==> config.mk <==
export PLATFORM = sky130hd
export DESIGN_NAME = line_from_two_points_canonical_core
export DESIGN_NICKNAME = d
export VERILOG_FILES = /design/src/rtl/lftp_pkg.sv /design/src/rtl/lftp_ctrl.sv /design/src/rtl/lftp_dp.sv /design/src/rtl/line_from_two_points_canonical_core.sv
export VERILOG_INCLUDE_DIRS = /design/src /design/src/rtl
export SDC_FILE = /design/constraint.sdc
export NUM_CORES = 2
export LEC_CHECK = 0
export BUFFER_PORTS_ARGS = -buffer_cell sky130_fd_sc_hd__buf_2
export CORE_ASPECT_RATIO = 0.75
export CORE_MARGIN = 2
export CORE_UTILIZATION = 55
export DETAILED_ROUTE_END_ITERATION = 10
export PLACE_DENSITY_LB_ADDON = 0.08
export SLEW_MARGIN = 10
export SYNTH_ARGS = -nofsm -noshare
export SYNTH_HDL_FRONTEND = slang
export SYNTH_HIERARCHICAL = 1
export SYNTH_SLANG_ARGS = --single-unit
export TNS_END_PERCENT = 50
==> constraint.sdc <==
create_clock -name i_clk -period 6.3 [get_ports i_clk]
set_input_delay 0.63 -clock i_clk [delete_from_list [all_inputs] [get_ports i_clk]]
set_output_delay 0.63 -clock i_clk [all_outputs]
set_load 0.02 [all_outputs]
==> src/rtl/line_from_two_points_canonical_core_defines.svh <==
// Assertion helpers for the line core.
// Each macro expects i_clk and i_rst_n in the enclosing module.
`ifndef LINE_FROM_TWO_POINTS_CANONICAL_CORE_DEFINES_SVH
`define LINE_FROM_TWO_POINTS_CANONICAL_CORE_DEFINES_SVH

// Same-cycle implication
`define LFTP_ASSERT_SAME(lbl, ante, cons) \
    lbl: assert property (@(posedge i_clk) disable iff (!i_rst_n) (ante) |-> (cons)) \
        else $error("line core: same-cycle check failed");

// Next-cycle implication
`define LFTP_ASSERT_NEXT(lbl, ante, cons) \
    lbl: assert property (@(posedge i_clk) disable iff (!i_rst_n) (ante) |=> (cons)) \
        else $error("line core: next-cycle check failed");

`endif

==> src/rtl/lftp_pkg.sv <==
package lftp_pkg;

    // Coordinate width and derived widths
    localparam int COORD_BITS = 16;
    localparam int A_W        = COORD_BITS;          // normalized a, unsigned
    localparam int B_W        = COORD_BITS + 1;      // signed a, b and normalized b
    localparam int C_W        = 2 * COORD_BITS + 1;  // signed c
    localparam int MAG_W      = 2 * COORD_BITS;      // magnitude of any coefficient
    localparam int CNT_W      = $clog2(MAG_W);       // divider step counter
    localparam int K_W        = $clog2(MAG_W + 1);   // common power-of-two count

    // Controller to datapath commands
    typedef struct packed {
        logic load;       // capture differences, products, start gcd(|a|,|b|)
        logic calc_c;     // form c from the registered products
        logic gcd_step;   // one binary gcd step
        logic gcd_init2;  // start gcd(g1,|c|)
        logic div_init;   // latch divisor, seed the three dividers
        logic div_step;   // one restoring divide step on all lanes
        logic finish;     // load the output register
    } t_dp_cmd;

    // Datapath to controller status
    typedef struct packed {
        logic gcd_done;
        logic gcd_zero;
        logic div_last;
    } t_dp_sts;

    // One restoring divider lane
    typedef struct packed {
        logic [MAG_W:0]   rem;
        logic [MAG_W-1:0] quo;
    } t_div_lane;

endpackage

==> src/rtl/lftp_ctrl.sv <==
module lftp_ctrl (
    input  logic              i_clk,
    input  logic              i_rst_n,
    input  logic              i_in_valid,
    output logic              o_in_ready,
    output logic              o_out_valid,
    input  logic              i_out_ready,
    input  lftp_pkg::t_dp_sts i_sts,
    output lftp_pkg::t_dp_cmd o_cmd
);
    import lftp_pkg::*;

    typedef enum logic [2:0] {
        S_IDLE,
        S_PROD,
        S_GCD_AB,
        S_GCD_C,
        S_DIV,
        S_DONE
    } t_state;

    t_state r_state, n_state;
    logic   r_out_valid, n_out_valid;
    logic   out_free;

    assign o_in_ready  = (r_state == S_IDLE);
    assign o_out_valid = r_out_valid;
    assign out_free    = !r_out_valid || i_out_ready;

    // Next state and commands
    always_comb begin
        n_state = r_state;
        o_cmd   = '0;
        case (r_state)
            S_IDLE: begin
                if (i_in_valid) begin
                    o_cmd.load = 1'b1;
                    n_state    = S_PROD;
                end
            end
            S_PROD: begin
                o_cmd.calc_c = 1'b1;
                n_state      = S_GCD_AB;
            end
            S_GCD_AB: begin
                if (i_sts.gcd_done) begin
                    o_cmd.gcd_init2 = 1'b1;
                    n_state         = S_GCD_C;
                end else begin
                    o_cmd.gcd_step = 1'b1;
                end
            end
            S_GCD_C: begin
                if (i_sts.gcd_done) begin
                    o_cmd.div_init = 1'b1;
                    n_state        = i_sts.gcd_zero ? S_DONE : S_DIV;
                end else begin
                    o_cmd.gcd_step = 1'b1;
                end
            end
            S_DIV: begin
                o_cmd.div_step = 1'b1;
                if (i_sts.div_last) begin
                    n_state = S_DONE;
                end
            end
            S_DONE: begin
                if (out_free) begin
                    o_cmd.finish = 1'b1;
                    n_state      = S_IDLE;
                end
            end
            default: begin
                n_state = S_IDLE;
            end
        endcase
    end

    // Output valid: set on finish, cleared when taken
    always_comb begin
        n_out_valid = r_out_valid;
        if (o_cmd.finish) begin
            n_out_valid = 1'b1;
        end else if (i_out_ready) begin
            n_out_valid = 1'b0;
        end
    end

    always_ff @(posedge i_clk) begin
        if (!i_rst_n) begin
            r_state     <= S_IDLE;
            r_out_valid <= 1'b0;
        end else begin
            r_state     <= n_state;
            r_out_valid <= n_out_valid;
        end
    end

endmodule

==> src/rtl/lftp_dp.sv <==
module lftp_dp (
    input  logic                                 i_clk,
    input  lftp_pkg::t_dp_cmd                    i_cmd,
    output lftp_pkg::t_dp_sts                    o_sts,
    input  logic signed [lftp_pkg::COORD_BITS-1:0] i_first_x,
    input  logic signed [lftp_pkg::COORD_BITS-1:0] i_first_y,
    input  logic signed [lftp_pkg::COORD_BITS-1:0] i_second_x,
    input  logic signed [lftp_pkg::COORD_BITS-1:0] i_second_y,
    output logic        [lftp_pkg::A_W-1:0]      o_line_a,
    output logic signed [lftp_pkg::B_W-1:0]      o_line_b,
    output logic signed [lftp_pkg::C_W-1:0]      o_line_c,
    output logic                                 o_degenerate
);
    import lftp_pkg::*;

    // Magnitude of a signed a or b, zero-extended
    function automatic logic [MAG_W-1:0] mag_ab(input logic signed [B_W-1:0] v);
        logic [B_W-1:0] m;
        m = v[B_W-1] ? B_W'(-v) : B_W'(v);
        return MAG_W'(m);
    endfunction

    // Magnitude of c; always fits MAG_W bits
    function automatic logic [MAG_W-1:0] mag_c(input logic signed [C_W-1:0] v);
        logic [C_W-1:0] m;
        m = v[C_W-1] ? C_W'(-v) : C_W'(v);
        return m[MAG_W-1:0];
    endfunction

    // One restoring division step
    function automatic t_div_lane div_lane(input t_div_lane l, input logic [MAG_W-1:0] d);
        logic [MAG_W:0]   sh;
        logic [MAG_W+1:0] diff;
        t_div_lane        o;
        sh    = {l.rem[MAG_W-1:0], l.quo[MAG_W-1]};
        diff  = {1'b0, sh} - {2'b00, d};
        o.quo = {l.quo[MAG_W-2:0], ~diff[MAG_W+1]};
        o.rem = diff[MAG_W+1] ? sh : diff[MAG_W:0];
        return o;
    endfunction

    logic signed [B_W-1:0]     r_a, r_b;
    logic signed [MAG_W-1:0]   r_p1, r_p2;
    logic signed [C_W-1:0]     r_c;
    logic [MAG_W-1:0]          r_u, r_v;
    logic [K_W-1:0]            r_k;
    logic [MAG_W-1:0]          r_g;
    logic                      r_deg;
    logic [CNT_W-1:0]          r_cnt;
    t_div_lane                 r_la, r_lb, r_lc;

    logic signed [B_W-1:0]     a_in, b_in;
    logic signed [MAG_W-1:0]   p1_in, p2_in;
    logic [MAG_W-1:0]          gcd_res;
    logic                      flip;
    logic [B_W-1:0]            qb_mag;
    logic [C_W-1:0]            qc_mag;
    logic signed [B_W-1:0]     b_val;
    logic signed [C_W-1:0]     c_val;

    // Input differences and cross products
    assign a_in  = B_W'(i_first_y) - B_W'(i_second_y);
    assign b_in  = B_W'(i_second_x) - B_W'(i_first_x);
    assign p1_in = i_first_x * i_second_y;
    assign p2_in = i_second_x * i_first_y;

    // gcd result once one operand reaches zero
    assign gcd_res = (r_u | r_v) << r_k;

    assign o_sts.gcd_done = (r_u == '0) || (r_v == '0);
    assign o_sts.gcd_zero = (gcd_res == '0);
    assign o_sts.div_last = (r_cnt == CNT_W'(MAG_W - 1));

    // Capture differences and products, form c
    always_ff @(posedge i_clk) begin
        if (i_cmd.load) begin
            r_a  <= a_in;
            r_b  <= b_in;
            r_p1 <= p1_in;
            r_p2 <= p2_in;
        end
        if (i_cmd.calc_c) begin
            r_c <= C_W'(r_p1) - C_W'(r_p2);
        end
    end

    // Binary gcd, one step per cycle
    always_ff @(posedge i_clk) begin
        if (i_cmd.load) begin
            r_u <= mag_ab(a_in);
            r_v <= mag_ab(b_in);
            r_k <= '0;
        end else if (i_cmd.gcd_init2) begin
            r_u <= gcd_res;
            r_v <= mag_c(r_c);
            r_k <= '0;
        end else if (i_cmd.gcd_step) begin
            if (!r_u[0] && !r_v[0]) begin
                r_u <= r_u >> 1;
                r_v <= r_v >> 1;
                r_k <= r_k + 1'b1;
            end else if (!r_u[0]) begin
                r_u <= r_u >> 1;
            end else if (!r_v[0]) begin
                r_v <= r_v >> 1;
            end else if (r_u >= r_v) begin
                r_u <= r_u - r_v;
            end else begin
                r_v <= r_v - r_u;
            end
        end
    end

    // Three exact divisions by the gcd, in lockstep
    always_ff @(posedge i_clk) begin
        if (i_cmd.div_init) begin
            r_g      <= gcd_res;
            r_deg    <= (gcd_res == '0);
            r_cnt    <= '0;
            r_la.rem <= '0;
            r_lb.rem <= '0;
            r_lc.rem <= '0;
            r_la.quo <= mag_ab(r_a);
            r_lb.quo <= mag_ab(r_b);
            r_lc.quo <= mag_c(r_c);
        end else if (i_cmd.div_step) begin
            r_cnt <= r_cnt + 1'b1;
            r_la  <= div_lane(r_la, r_g);
            r_lb  <= div_lane(r_lb, r_g);
            r_lc  <= div_lane(r_lc, r_g);
        end
    end

    // Sign fix-up: first nonzero of (a, b) ends positive
    assign flip   = r_a[B_W-1] || ((r_a == '0) && r_b[B_W-1]);
    assign qb_mag = r_lb.quo[B_W-1:0];
    assign qc_mag = C_W'(r_lc.quo);
    assign b_val  = (r_b[B_W-1] ^ flip) ? B_W'(-qb_mag) : B_W'(qb_mag);
    assign c_val  = (r_c[C_W-1] ^ flip) ? C_W'(-qc_mag) : C_W'(qc_mag);

    // Output register
    always_ff @(posedge i_clk) begin
        if (i_cmd.finish) begin
            o_degenerate <= r_deg;
            if (r_deg) begin
                o_line_a <= '0;
                o_line_b <= '0;
                o_line_c <= '0;
            end else begin
                o_line_a <= r_la.quo[A_W-1:0];
                o_line_b <= b_val;
                o_line_c <= c_val;
            end
        end
    end

endmodule

==> src/rtl/line_from_two_points_canonical_core.sv <==
// Per accepted item: c is formed from the products, a binary gcd of |a| and |b| runs, then a gcd
//   of that result with |c|, then a restoring division of a, b and c by the gcd, then the output
//   load; coincident points skip the division.
// Throughput: one item at a time; the next item is accepted the cycle after the output load.
//   A result waiting in the output register holds only the next output load.
//   Reset: synchronous active-low i_rst_n clears state/valid.
`include "line_from_two_points_canonical_core_defines.svh"

module line_from_two_points_canonical_core (
    input  logic                                   i_clk,
    input  logic                                   i_rst_n,
    input  logic                                   i_in_valid,
    output logic                                   o_in_ready,
    input  logic signed [lftp_pkg::COORD_BITS-1:0] i_first_x,
    input  logic signed [lftp_pkg::COORD_BITS-1:0] i_first_y,
    input  logic signed [lftp_pkg::COORD_BITS-1:0] i_second_x,
    input  logic signed [lftp_pkg::COORD_BITS-1:0] i_second_y,
    output logic                                   o_out_valid,
    input  logic                                   i_out_ready,
    output logic        [lftp_pkg::A_W-1:0]        o_line_a,
    output logic signed [lftp_pkg::B_W-1:0]        o_line_b,
    output logic signed [lftp_pkg::C_W-1:0]        o_line_c,
    output logic                                   o_degenerate
);
    import lftp_pkg::*;

    t_dp_cmd cmd;
    t_dp_sts sts;

    // Sequencer
    lftp_ctrl u_ctrl (
        .i_clk       (i_clk),
        .i_rst_n     (i_rst_n),
        .i_in_valid  (i_in_valid),
        .o_in_ready  (o_in_ready),
        .o_out_valid (o_out_valid),
        .i_out_ready (i_out_ready),
        .i_sts       (sts),
        .o_cmd       (cmd)
    );

    // Arithmetic
    lftp_dp u_dp (
        .i_clk        (i_clk),
        .i_cmd        (cmd),
        .o_sts        (sts),
        .i_first_x    (i_first_x),
        .i_first_y    (i_first_y),
        .i_second_x   (i_second_x),
        .i_second_y   (i_second_y),
        .o_line_a     (o_line_a),
        .o_line_b     (o_line_b),
        .o_line_c     (o_line_c),
        .o_degenerate (o_degenerate)
    );

    // Degenerate results carry zero coefficients
    `LFTP_ASSERT_SAME(a_deg_zero, o_out_valid && o_degenerate,
        (o_line_a == '0) && (o_line_b == '0) && (o_line_c == '0))

    // Canonical sign: a nonzero, or a zero with b positive
    `LFTP_ASSERT_SAME(a_canon_sign, o_out_valid && !o_degenerate,
        (o_line_a != '0) || (!o_line_b[B_W-1] && (o_line_b != '0)))

    // An accepted item keeps the input closed the next cycle
    `LFTP_ASSERT_NEXT(a_busy_after_accept, i_in_valid && o_in_ready, !o_in_ready)

endmodule

==> reports/results.ini <==
[synthesis]
synth-edff-count = 331
ys_types = 104
synth_top_family_by_area = adder cells
synth.ff_latch_count = 502
synth_seq_area_share_pct = 24.19
postSynthCellCount = 6093
synth-xor-area-share_pct = 5.991
asr_flop_ratio_synth_pct = 0
synth_simple_gate_area_share_pct = 14.95
synthesis.area_um2 = 55240
synth_fp_nets = 7124
synth-main-ff-cell = sky130_fd_sc_hd__edfxtp_1
synth-adder-area-share_pct = 29.04
yosys-mux-area-fraction_pct = 3.275
syn_area_per_cell_um2 = 9.066
synth_area_in_compound_gates_pct = 14.89
synthesis.yosys.warnings = 6

[run]
max_cap_viol_count = 0

[worst_hold_path]
min_path_type = primary input to flip-flop
hold_depth = 3
timing.hold.worst.start = i_rst_n

[final_layout]
layout-drive-gt1-share_pct = 11.13
layout_common_cells = sky130_fd_sc_hd__inv_1 (845), sky130_fd_sc_hd__nor2_1 (546), sky130_fd_sc_hd__nand2_1 (545)
fin_util_pct = 61.68
leading_cell_type_in_the_layout_fill_and_taps_excluded = sky130_fd_sc_hd__inv_1
num-nets-final = 7421
syn2layout_area_growth_pct = 10.92

[route]
vias_per_cell = 5.877
detail_route.first_pass.iterations = 6
routedWlPerCell_um = 21.41
antenna_nets_post_route = 0
drt-initial-drc-count = 4123
detail_route.wirelength_mm = 166.2
drt_drc_violations_left = 0
route.vias.total = 45620

[run_status]
run_status = completed

[clock_network]
cts.hold.buffers_added = 0
tritoncts = yes
worst_skew_pair.late_latency_ns = 0.69
cts.root.buffer_cell = sky130_fd_sc_hd__clkbuf_16
clk_transition_reported_paths_ns = 0.07
cts_made_buffers = 53
buffer_levels_on_the_longest_clock_path = 3
num_clock_sinks = 502
cts_max_level = 2

[grt]
grt_pass1_vias = 44980
overflow = 0
grt_pass1_wl_mm = 261.5
global_routing_usage_summed_across_all_routing_layers_pct = 32.65
grt_start_max_net_pins = 167
antenna_found_initial = 10

[setup_path]
worst-endpoint-required_ns = 6.68
crit_path_class = primary input to flip-flop
worstRegToRegCells = 12
critical_path_arrival_ns = 6.47
critPathLaunchType = primary input
timing.rr.start = u_dp/r_g[6]$_DFFE_PP_
worst_setup_path_end_kind = flip-flop
crit_path_from = i_second_y[6]
cp_max_fo = 9

[placed_design]
dpl.hpwl_mm = 135.7
numPortBuffers = 136
gp_routability_congestion = 0.9920

[timing]
finalSetupViolCount = 0
worst_hold_slack_ns = 0.2296
finClkSkew_ns = 0.1028
tightestPinTransition_ns = 1.241
slew_viol_final = 0
hold_viol_final = 0
final.min_clock_period_ns = 6.083
max-slew-margin-rel_pct = 16.97
rsz_0062_raised_after_global_routing = false
fmax_ghz = 0.1644
period_share_pct = 96.56

[die]
initial_utilization_pct = 55.60
die-height_um = 278.5
die-area_um2 = 103000
floorplan.io_pins = 137
placementRows = 100
core-area_um2 = 99350
die_width_um = 369.9

## critical path: stages
cell,delay [ns]
sky130_fd_sc_hd__buf_2,0.12
sky130_fd_sc_hd__inv_1,0.26
sky130_fd_sc_hd__buf_4,0.22
sky130_fd_sc_hd__nor2_1,0.06
sky130_fd_sc_hd__fa_1,0.48
sky130_fd_sc_hd__inv_1,0.05
sky130_fd_sc_hd__fa_1,0.46
sky130_fd_sc_hd__fa_1,0.51
sky130_fd_sc_hd__inv_1,0.05
sky130_fd_sc_hd__fa_1,0.49
sky130_fd_sc_hd__fa_1,0.50
sky130_fd_sc_hd__inv_1,0.05
sky130_fd_sc_hd__fa_1,0.47
sky130_fd_sc_hd__inv_1,0.04
sky130_fd_sc_hd__ha_1,0.31
sky130_fd_sc_hd__buf_4,0.16
sky130_fd_sc_hd__nand2_1,0.05
sky130_fd_sc_hd__o21ai_0,0.14
sky130_fd_sc_hd__a32oi_1,0.31
sky130_fd_sc_hd__nand3_4,0.16
sky130_fd_sc_hd__o211ai_1,0.25
sky130_fd_sc_hd__a21oi_2,0.10
sky130_fd_sc_hd__buf_4,0.15
sky130_fd_sc_hd__a21o_1,0.17
sky130_fd_sc_hd__a21oi_1,0.17
sky130_fd_sc_hd__xnor2_1,0.08
## flip-flops by register name (all words and copies together) (netlist names), 3 cells and up
signal          cells
u_dp/r_v           32
u_dp/r_p2          32
u_dp/r_g           32
u_dp/r_c           33
u_dp/r_la          64
u_dp/o_line_a      16
u_dp/r_cnt          5
u_dp/r_lc          32
u_dp/r_b           17
u_dp/r_u           32
u_ctrl/r_state      3
u_dp/r_lb          47
u_dp/qc_mag        32
u_dp/qb_mag        17
u_dp/o_line_c      33
u_dp/r_k            6
u_dp/o_line_b      17
u_dp/r_a           17
u_dp/r_p1          32
## final timing paths
kind | endpoint | slack (ns)
hold / removal | u_ctrl/r_state[0]$_SDFFE_PN0P_ | 0.23
setup reg to reg | u_dp/qb_mag[0]$_DFFE_PP_ | 1.54
hold reg to reg | u_dp/r_lc[36]$_SDFFE_PP0P_ | 0.47
setup / recovery | u_dp/r_p1[29]$_DFFE_PP_ | 0.22
## metrics by stage
stage	cell area, um2	TNS [ns]	std cells	worst slack [ns]
3_3_place_gp	59360	-4.215	7657	-0.3960
6_report	61270	0	7763	0.2169
4_1_cts	61200	0	7757	0.08414
2_1_floorplan	55290	-0.06485	6093	-0.06388
5_1_grt	61270	0	7761	0.001135
3_5_place_dp	59360	-5.820	7657	-0.5585
## synthesized netlist by cell type, drive strengths merged, types with 109 or more instances
cell type	instances	share of area, %
inv	853	5.8
nor2	549	3.7
nand2	545	3.7
fa	532	19
ha	431	9.8
a21oi	348	3.2
edfxtp	331	18
o21ai	251	2.3
xnor2	217	3.4
clkbuf	193	1.3
dfxtp	171	6.2
and2	170	1.9
xor2	160	2.6
a21o	109	1.5
## metal layers
| layer | track usage (%) | part of all wire, % | vias up |
|---|---|---|---|
| li1 | - | - | 21270 |
| met1 | 46.38 | 44 | 22260 |
| met2 | 49.84 | 44 | 1793 |
| met3 | 6.620 | 8.9 | 290 |
| met4 | 10.90 | 3.7 | 8 |
| met5 | 0 | 0.033 | - |
## repair_timing
action                                  4_1_cts  5_1_grt
endpoints found under the setup margin        0        8
setup buffers                                 0        3
resized for setup                             0       11
## area by class of cell
class,instances,area [um2]
fillers,8788,38070
multi-input cells,4486,37750
flip-flops and latches,502,13360
repair buffers,483,3388
inverters,863,3254
well taps,1326,1659
clock buffers,64,1430
clock inverters,36,412.9
repair inverters,1,7.507
diodes,2,5.005
## cell families (layout without fill, tap and decap cells)
group	Yosys count	after routing
xor gates and xnor gates	377	377
other	0	2
AOI/OAI and AO/OA	1244	1244
and+or+nand+nor	1761	1761
DFF	502	502
adders and majority gates	963	963
muxes	141	141
buffers and inverters	1105	1447
Power is left out: the tool's default activity adds up to more than one toggle a clock period on the data nets, which glitch-free logic cannot reach.
